### src/hw/rtl/ttb_pkg.sv
// shared types, command codes and the expiry test for the timeout timer bank
package ttb_pkg;

    localparam int DEF_CHANNELS   = 16;
    localparam int DEF_TICK_WIDTH = 32;

    localparam int CMD_W   = 3;
    localparam int CHF_W   = 8;
    localparam int LEN_W   = 32;
    localparam int NOW_W   = 32;

    // most expiry results one check request may report
    localparam int MAX_RESULTS = 16;
    localparam int CNT_W       = $clog2(MAX_RESULTS + 1);

    typedef logic [CMD_W-1:0] t_cmd;

    localparam t_cmd CMD_ASSIGN  = 3'd0;
    localparam t_cmd CMD_RESTART = 3'd1;
    localparam t_cmd CMD_CLEAR   = 3'd2;
    localparam t_cmd CMD_CHECK   = 3'd3;
    localparam t_cmd CMD_QUERY   = 3'd4;

    // wrap-aware expiry test on start, deadline and now
    function automatic logic ttb_expired(logic [63:0] s, logic [63:0] d, logic [63:0] n);
        logic res;
        if (s > d) begin
            res = (n < s) && (n >= d);
        end else begin
            res = (n < s) || (n >= d);
        end
        return res;
    endfunction

endpackage

### src/hw/rtl/ttb_chan_mem.sv
// per-channel start, deadline and length store, one write and one registered read port
module ttb_chan_mem #(
    parameter int DEPTH = ttb_pkg::DEF_CHANNELS,
    parameter int AW    = 4,
    parameter int DW    = 96
) (
    input  logic          i_clk,
    input  logic          i_we,
    input  logic [AW-1:0] i_waddr,
    input  logic [DW-1:0] i_wdata,
    input  logic [AW-1:0] i_raddr,
    output logic [DW-1:0] o_rdata
);

    logic [DW-1:0] r_mem [DEPTH];
    logic [DW-1:0] r_rdata;

    always_ff @(posedge i_clk) begin
        if (i_we) begin
            r_mem[i_waddr] <= i_wdata;
        end
        r_rdata <= r_mem[i_raddr];
    end

    assign o_rdata = r_rdata;

endmodule

### src/hw/rtl/ttb_tick_unit.sv
// shared tick arithmetic: deadline sum and wrap-aware expiry compare
module ttb_tick_unit #(
    parameter int TICK_WIDTH = ttb_pkg::DEF_TICK_WIDTH
) (
    input  logic [TICK_WIDTH-1:0]      i_now,
    input  logic [ttb_pkg::LEN_W-1:0]  i_len,
    input  logic [TICK_WIDTH-1:0]      i_start,
    input  logic [TICK_WIDTH-1:0]      i_deadline,
    output logic [TICK_WIDTH-1:0]      o_sum,
    output logic                       o_expired
);

    logic [63:0] len_64;

    // length taken modulo the tick range, so the sum wraps the same way
    assign len_64    = {32'd0, i_len};
    assign o_sum     = i_now + len_64[TICK_WIDTH-1:0];
    assign o_expired = ttb_pkg::ttb_expired(64'(i_start), 64'(i_deadline), 64'(i_now));

endmodule

### src/hw/rtl/timeout_timer_bank.sv
// top level of the timeout timer bank: sequencer, enable bits and result register
//
// A bank of CHANNELS one-shot timeout channels driven by single-cycle requests.
// A request is taken when start is high and busy is low. Assign, clear, query
// and out-of-range requests finish in the cycle they are taken and put their
// one result on the outputs in the following cycle; busy stays low. Restart
// passes through the S_RST_WR state, as the stored length must first come out
// of the channel memory, whose read port is registered. A check request walks
// the channels in index order through that single read port and the shared
// tick unit, one channel a cycle, and ends early when the cap of MAX_RESULTS
// expiries is reached. Each result shows on the outputs for exactly one
// cycle, flagged by o_strobe: there is no back-pressure, so the receiver must
// take it then. For a check, each expiry is reported only after the next one
// is found or the scan ends, as the block holds one result back until it
// knows whether it is the final one (o_last). A check with nothing expired
// gives no result at all; unused command codes are dropped silently. The
// channel memory needs no clearing after reset: only the enable flip-flops
// are cleared, and a disabled channel's stored ticks are never consulted.
module timeout_timer_bank #(
    parameter int CHANNELS   = ttb_pkg::DEF_CHANNELS,
    parameter int TICK_WIDTH = ttb_pkg::DEF_TICK_WIDTH
) (
    input  logic                        i_clk,
    input  logic                        i_rst_n,
    input  logic                        start,
    output logic                        busy,
    input  logic [ttb_pkg::CMD_W-1:0]   i_cmd,
    input  logic [ttb_pkg::CHF_W-1:0]   i_channel,
    input  logic [ttb_pkg::LEN_W-1:0]   i_timeout_ticks,
    input  logic [ttb_pkg::NOW_W-1:0]   i_now_tick,
    output logic                        o_strobe,
    output logic                        o_status,
    output logic                        o_expired,
    output logic [ttb_pkg::CHF_W-1:0]   o_result_channel,
    output logic                        o_active,
    output logic                        o_last
);

    localparam int CH_W  = (CHANNELS > 1) ? $clog2(CHANNELS) : 1;
    localparam int MEM_W = 2 * TICK_WIDTH + ttb_pkg::LEN_W;
    localparam logic [CH_W-1:0] LAST_CH = CH_W'(CHANNELS - 1);
    localparam logic [ttb_pkg::CNT_W-1:0] CNT_CAP = ttb_pkg::CNT_W'(ttb_pkg::MAX_RESULTS - 1);

    // sequencer states
    localparam logic [1:0] S_IDLE   = 2'd0;
    localparam logic [1:0] S_RST_WR = 2'd1;
    localparam logic [1:0] S_SCAN   = 2'd2;
    localparam logic [1:0] S_FLUSH  = 2'd3;

    logic [1:0]                  r_state, n_state;
    logic [CHANNELS-1:0]         r_en, n_en;
    logic [CH_W-1:0]             r_ch, n_ch;
    logic [TICK_WIDTH-1:0]       r_now, n_now;

    // scan pipeline: read issue, then evaluate in the cycle after
    logic [CH_W-1:0]             r_idx, n_idx;
    logic                        r_issue, n_issue;
    logic                        r_ev_v, n_ev_v;
    logic [CH_W-1:0]             r_ev_idx, n_ev_idx;
    logic [ttb_pkg::CNT_W-1:0]   r_cnt, n_cnt;
    logic                        r_pend_v, n_pend_v;
    logic [CH_W-1:0]             r_pend_ch, n_pend_ch;

    // result register
    logic                        r_strobe, n_strobe;
    logic                        r_status, n_status;
    logic                        r_expired, n_expired;
    logic [ttb_pkg::CHF_W-1:0]   r_rch, n_rch;
    logic                        r_active, n_active;
    logic                        r_last, n_last;

    // memory and shared unit hookup
    logic                        mem_we;
    logic [CH_W-1:0]             mem_waddr;
    logic [MEM_W-1:0]            mem_wdata;
    logic [CH_W-1:0]             mem_raddr;
    logic [MEM_W-1:0]            mem_rdata;
    logic [TICK_WIDTH-1:0]       rd_start;
    logic [TICK_WIDTH-1:0]       rd_deadline;
    logic [ttb_pkg::LEN_W-1:0]   rd_len;
    logic [TICK_WIDTH-1:0]       unit_now;
    logic [ttb_pkg::LEN_W-1:0]   unit_len;
    logic [TICK_WIDTH-1:0]       unit_sum;
    logic                        unit_exp;

    // request decode
    logic                        accept;
    logic                        in_range;
    logic [CH_W-1:0]             in_idx;
    logic [63:0]                 now_64;
    logic [TICK_WIDTH-1:0]       now_in;
    logic                        hit;

    assign accept   = start && (r_state == S_IDLE);
    assign busy     = (r_state != S_IDLE);
    assign in_range = ({1'b0, i_channel} < 9'(CHANNELS));
    assign in_idx   = i_channel[CH_W-1:0];
    assign now_64   = {32'd0, i_now_tick};
    assign now_in   = now_64[TICK_WIDTH-1:0];

    assign rd_start    = mem_rdata[MEM_W-1 -: TICK_WIDTH];
    assign rd_deadline = mem_rdata[MEM_W-TICK_WIDTH-1 -: TICK_WIDTH];
    assign rd_len      = mem_rdata[ttb_pkg::LEN_W-1:0];

    ttb_chan_mem #(
        .DEPTH (CHANNELS),
        .AW    (CH_W),
        .DW    (MEM_W)
    ) u_mem (
        .i_clk   (i_clk),
        .i_we    (mem_we),
        .i_waddr (mem_waddr),
        .i_wdata (mem_wdata),
        .i_raddr (mem_raddr),
        .o_rdata (mem_rdata)
    );

    ttb_tick_unit #(
        .TICK_WIDTH (TICK_WIDTH)
    ) u_unit (
        .i_now      (unit_now),
        .i_len      (unit_len),
        .i_start    (rd_start),
        .i_deadline (rd_deadline),
        .o_sum      (unit_sum),
        .o_expired  (unit_exp)
    );

    always_comb begin
        n_state   = r_state;
        n_en      = r_en;
        n_ch      = r_ch;
        n_now     = r_now;
        n_idx     = r_idx;
        n_issue   = r_issue;
        n_ev_v    = 1'b0;
        n_ev_idx  = r_ev_idx;
        n_cnt     = r_cnt;
        n_pend_v  = r_pend_v;
        n_pend_ch = r_pend_ch;

        n_strobe  = 1'b0;
        n_status  = 1'b0;
        n_expired = 1'b0;
        n_rch     = r_rch;
        n_active  = 1'b0;
        n_last    = 1'b0;

        mem_we    = 1'b0;
        mem_waddr = r_ch;
        mem_raddr = in_idx;
        unit_now  = now_in;
        unit_len  = i_timeout_ticks;
        mem_wdata = {now_in, unit_sum, i_timeout_ticks};
        hit       = 1'b0;

        unique case (r_state)
            S_IDLE: begin
                if (accept) begin
                    n_now = now_in;
                    n_ch  = in_idx;
                    if (i_cmd == ttb_pkg::CMD_CHECK) begin
                        n_state  = S_SCAN;
                        n_idx    = '0;
                        n_issue  = 1'b1;
                        n_cnt    = '0;
                        n_pend_v = 1'b0;
                    end else if (i_cmd > ttb_pkg::CMD_QUERY) begin
                        // unused code: no result, no change
                        n_state = S_IDLE;
                    end else if (!in_range) begin
                        n_strobe = 1'b1;
                        n_status = 1'b1;
                        n_rch    = i_channel;
                        n_last   = 1'b1;
                    end else if (i_cmd == ttb_pkg::CMD_RESTART) begin
                        // stored length comes out of memory next cycle
                        n_state = S_RST_WR;
                    end else begin
                        n_strobe = 1'b1;
                        n_rch    = i_channel;
                        n_last   = 1'b1;
                        priority if (i_cmd == ttb_pkg::CMD_ASSIGN) begin
                            if (i_timeout_ticks != '0) begin
                                mem_we         = 1'b1;
                                mem_waddr      = in_idx;
                                n_en[in_idx]   = 1'b1;
                                n_active       = 1'b1;
                            end else begin
                                n_en[in_idx]   = 1'b0;
                            end
                        end else if (i_cmd == ttb_pkg::CMD_CLEAR) begin
                            n_en[in_idx] = 1'b0;
                        end else begin
                            n_active = r_en[in_idx];
                        end
                    end
                end
            end

            S_RST_WR: begin
                unit_now  = r_now;
                unit_len  = rd_len;
                mem_wdata = {r_now, unit_sum, rd_len};
                mem_we    = r_en[r_ch];
                n_strobe  = 1'b1;
                n_rch     = ttb_pkg::CHF_W'(r_ch);
                n_active  = r_en[r_ch];
                n_last    = 1'b1;
                n_state   = S_IDLE;
            end

            S_SCAN: begin
                mem_raddr = r_idx;
                unit_now  = r_now;
                unit_len  = rd_len;
                if (r_issue) begin
                    n_idx    = r_idx + CH_W'(1);
                    n_ev_idx = r_idx;
                    n_ev_v   = 1'b1;
                    if (r_idx == LAST_CH) begin
                        n_issue = 1'b0;
                    end
                end
                hit = r_ev_v && r_en[r_ev_idx] && unit_exp;
                if (hit) begin
                    n_en[r_ev_idx] = 1'b0;
                    n_cnt          = r_cnt + ttb_pkg::CNT_W'(1);
                    n_pend_v       = 1'b1;
                    n_pend_ch      = r_ev_idx;
                    // an earlier expiry is now known not to be the final one
                    if (r_pend_v) begin
                        n_strobe  = 1'b1;
                        n_expired = 1'b1;
                        n_rch     = ttb_pkg::CHF_W'(r_pend_ch);
                    end
                end
                if (r_ev_v && ((r_ev_idx == LAST_CH) || (hit && (r_cnt == CNT_CAP)))) begin
                    n_state = S_FLUSH;
                    n_issue = 1'b0;
                end
            end

            S_FLUSH: begin
                if (r_pend_v) begin
                    n_strobe  = 1'b1;
                    n_expired = 1'b1;
                    n_rch     = ttb_pkg::CHF_W'(r_pend_ch);
                    n_last    = 1'b1;
                end
                n_pend_v = 1'b0;
                n_state  = S_IDLE;
            end

            default: begin
                n_state = S_IDLE;
            end
        endcase
    end

    // control state
    always_ff @(posedge i_clk) begin
        if (!i_rst_n) begin
            r_state  <= S_IDLE;
            r_en     <= '0;
            r_issue  <= 1'b0;
            r_ev_v   <= 1'b0;
            r_cnt    <= '0;
            r_pend_v <= 1'b0;
            r_strobe <= 1'b0;
        end else begin
            r_state  <= n_state;
            r_en     <= n_en;
            r_issue  <= n_issue;
            r_ev_v   <= n_ev_v;
            r_cnt    <= n_cnt;
            r_pend_v <= n_pend_v;
            r_strobe <= n_strobe;
        end
    end

    // payload registers
    always_ff @(posedge i_clk) begin
        r_ch      <= n_ch;
        r_now     <= n_now;
        r_idx     <= n_idx;
        r_ev_idx  <= n_ev_idx;
        r_pend_ch <= n_pend_ch;
        r_status  <= n_status;
        r_expired <= n_expired;
        r_rch     <= n_rch;
        r_active  <= n_active;
        r_last    <= n_last;
    end

    assign o_strobe         = r_strobe;
    assign o_status         = r_status;
    assign o_expired        = r_expired;
    assign o_result_channel = r_rch;
    assign o_active         = r_active;
    assign o_last           = r_last;

endmodule

### config.mk
export PLATFORM = sky130hd
export DESIGN_NAME = timeout_timer_bank
export DESIGN_NICKNAME = d
export VERILOG_FILES = /design/src/hw/rtl/ttb_pkg.sv /design/src/hw/rtl/ttb_chan_mem.sv /design/src/hw/rtl/ttb_tick_unit.sv /design/src/hw/rtl/timeout_timer_bank.sv
export SDC_FILE = /design/constraint.sdc
export NUM_CORES = 2
export LEC_CHECK = 0
export BUFFER_PORTS_ARGS = -buffer_cell sky130_fd_sc_hd__buf_2
export CAP_MARGIN = 40
export CORE_ASPECT_RATIO = 0.6
export CORE_MARGIN = 4
export CORE_UTILIZATION = 40
export DETAILED_ROUTE_END_ITERATION = 12
export GPL_ROUTABILITY_DRIVEN = 0
export MAX_ROUTING_LAYER = met4
export SLEW_MARGIN = 20
export SYNTH_ARGS = -nofsm -noshare
export SYNTH_HDL_FRONTEND = slang
export SYNTH_HIERARCHICAL = 1
export SYNTH_SLANG_ARGS = --single-unit
### constraint.sdc
create_clock -name i_clk -period 18 [get_ports i_clk]
set_input_delay 3.6 -clock i_clk [delete_from_list [all_inputs] [get_ports i_clk]]
set_output_delay 3.6 -clock i_clk [all_outputs]
set_load 0.1 [all_outputs]
==> results_dict.tcl <==
set metrics [dict create \
    syn_to_final_growth_pct 13.3 \
    max_freq_mhz 117 \
    drive_above_1_share 0.264 \
    r2r-start "r_state[0]" \
    r2r_end "o_result_channel[5]" \
    synth-xor-area-share 0.00380 \
    clockBufferDepth 4 \
    wl_per_cell_microns 28.9 \
    reg2reg_slack_ps 11980 \
    p_sw_mw 2.31 \
    finalCriticalPeriod_ps 8580 \
    synth-adder-area-share 0.0249 \
    drv_slew 0 \
    pwr-share-clk 0.366 \
    ant_nets 0 \
    postLayoutCoreUtil 0.459 \
    synth_fp_nets 3743 \
    worst_slew_pin_slew_ps 1050 \
    synth-main-ff-cell "edfxtp_1" \
    cts_tree "yes" \
    post_cts_buffers 0 \
    die_w_microns 545 \
    setup_ws_ps 9420 \
    p_leak_nw 25.4 \
    p_seq_frac 0.503 \
    place_ws_ps 8560 \
    final_nets 3936 \
    grt_pass1_vias 34700 \
    rsz0062_at_grt "no" \
    min_from "r_pend_v" \
    dr_total_vias 35800 \
    numPortBuffers 91 \
    setup-tns-final_ps 0 \
    path_clk_slew_ps 60 \
    grt-ovfl-total 0 \
    yosysSeqAreaShare 0.728 \
    synth_edf_count 1592 \
    synth.area.mux_share 0.152 \
    cts-hold-fix-buffers 0 \
    power.total_mw 9.34 \
    reg2reg_depth 19 \
    slowest_delay_ps 780 \
    synth_top_family_by_area "multiplexers" \
    synth_area_leader_cell "edfxtp_1" \
    maxCapViolations 0 \
    finalCritPeriodShare 0.477 \
    final_common_cell "edfxtp_1" \
    status "finished, final reports clean" \
    ir_drop_mv 0.0798 \
    finalHoldViolations 0 \
    arrival_ps 9050 \
    yosys.area.top_type_share 0.692 \
    start_util 0.405 \
    postSynthCellCount 3529 \
    cpMostUsedCell "buf_4" \
    drt_first_pass_iters 6 \
    fin_worst_skew_ps 102 \
    netlist_area_sq_mm 0.0691 \
    insertion_delay_ps 830 \
    cts-root-buf "clkbuf_16" \
    intPower_mw 7.03 \
    cp.required_ps 18460 \
    htreeDepth 4 \
    powerDensity_mw_per_mm2 119 \
    placementRows 117 \
    worst_slew_margin_rel 0.299 \
    path_cells "buf_2, nor4_2, nand4_1, nor2_1, or3_1, mux2_1, nand2b_1, nor2_4, buf_4, buf_4, buf_16" \
    setup.worst_path.start_class "input port" \
    drtIter0Drc 4534 \
    synth_top_cells_by_area "edfxtp_1 (69%), mux4_2 (13%), dfxtp_1 (3.7%)" \
    wl_microns 177000 \
    core_sq_mm 0.171 \
    ioPinCount 92 \
    die_area_sq_mm 0.180 \
    grt_usage 0.201 \
    power_frac_comb 0.130 \
    synth_area_per_cell_sq_um 19.6 \
    hp-class "reg -> reg" \
    finalSetupViolCount 0 \
    drcViolationCount 0 \
    cts_num_sinks 1719 \
    synth_compound_area_frac 0.0454 \
    place_hpwl_microns 109000 \
    hold_path_end "o_last" \
    hold_path_depth 2 \
    antenna_found_initial 10 \
    cp-end-kind "flop" \
    final_cell_mix "edfxtp_1 (1592), mux4_2 (390), a22oi_1 (206), nand2_1 (181), clkbuf_16 (162)" \
    worst_path_max_delay_cell "nor2_1" \
    grt_first_pass_wirelength_microns 255000 \
    switching_share 0.247 \
    synth_cell_types 73 \
    worstSetupPathType "in -> reg" \
    grt_start_max_net_pins 121 \
    via_per_inst 5.86 \
    cp_max_fo 31 \
    die_h_microns 330 \
    synth_simple_gate_area_frac 0.0274 \
    synth_warnings 6 \
    ys_async_sr_fraction 0 \
    cts_resized 0 \
    ys_seq_elements 1719 \
    numCtsBuffers 159 \
]
state kept, by name (all words and copies together) (netlist names), 2 cells and up, named ones only:
name and cells:
o_result_channel 8, r_ch 4, r_cnt 5, r_ev_idx 4
r_idx 4, r_now 32, r_pend_ch 4, r_state 2
u_mem/o_rdata 96, u_mem/r_mem 1536
metal layers:
layer / GRT usage / part of all wire
met4: 0.0338 / 0.016
met5: - / 0
met3: 0.0406 / 0.090
met2: 0.268 / 0.41
met1: 0.321 / 0.48
stage by stage:
| step | std cells | hold WS (ps) | cell area [sq um] |
|---|---|---|---|
| 6_report | 6107 | 484 | 78300 |
| 3_3_place_gp | 5777 | 468 | 72300 |
| 3_5_place_dp | 5817 | 469 | 72900 |
| 5_1_grt | 6103 | 494 | 78300 |
| 4_1_cts | 6096 | 479 | 78100 |
| 2_1_floorplan | 3529 | 421 | 69100 |
cell type report:
cell class,instances,area [sq um]
fill,14200,92400
sequential,1719,50300
multi-input combinational,1552,17700
clock buffer,216,4430
tap,2261,2830
timing repair buffer,210,1840
clock inverter,63,776
inverter,80,300
antenna,6,15.0
power by group through the flow:
stage                     sequential [mW]  clock (mW)  combinational (mW)
after floorplan                      4.79           0               0.695
after global placement               4.79           0                1.14
after detailed placement             4.79           0                1.21
after CTS                            4.70        3.50                1.21
after global routing                 4.70        3.68                1.32
final                                4.70        3.42                1.22
worst max-delay path by stage:
| stage | startpoint | to | slack [ps] | cells after the start |
|---|---|---|---|---|
| after detailed placement | i_timeout_ticks[30] | u_mem/r_mem[14][72] | 8560 | 11 |
| after global placement | i_timeout_ticks[30] | u_mem/r_mem[14][72] | 8420 | 10 |
| after floorplan | start | u_mem/r_mem[0][0] | 5060 | 9 |
| after CTS | i_timeout_ticks[30] | u_mem/r_mem[14][45] | 9390 | 11 |
| after global routing | i_timeout_ticks[30] | u_mem/r_mem[9][29] | 9300 | 11 |
| final | i_timeout_ticks[30] | u_mem/r_mem[14][45] | 9420 | 11 |
synthesized netlist by cell type (16+ instances only):
| cell | count |
|---|---|
| buf_4 | 20 |
| a211oi_1 | 30 |
| buf_6 | 25 |
| nand3_1 | 33 |
| a21oi_1 | 70 |
| nor3_1 | 19 |
| a22oi_1 | 206 |
| buf_2 | 23 |
| mux4_2 | 390 |
| nand2_1 | 182 |
| clkbuf_1 | 78 |
| nand4_1 | 23 |
| xnor2_1 | 16 |
| mux2_2 | 134 |
| dfxtp_1 | 127 |
| ha_1 | 135 |
| o22ai_1 | 17 |
| nor2_1 | 59 |
| o21ai_0 | 34 |
| buf_1 | 32 |
| and2_1 | 16 |
| edfxtp_1 | 1592 |
| inv_1 | 80 |
cell families (layout without fill, tap and decap cells):
| logic type | after synthesis | after routing |
|---|---|---|
| buffers and inverters | 258 | 569 |
| AO/OA/AOI/OAI | 445 | 445 |
| multiplexers | 537 | 537 |
| AND/OR/NAND/NOR | 403 | 403 |
| other | 0 | 6 |
| flip-flops | 1719 | 1719 |
| XOR/XNOR | 30 | 30 |
| adder cells (fa/ha/maj) | 137 | 137 |
critical path, delay by kind of cell:
family / cells / cell delay (ps)
buffers and inverters: 4 / 1510
muxes: 1 / 500
and+or+nand+nor: 6 / 3320
Note: power is estimated with default switching activity, not from simulation.
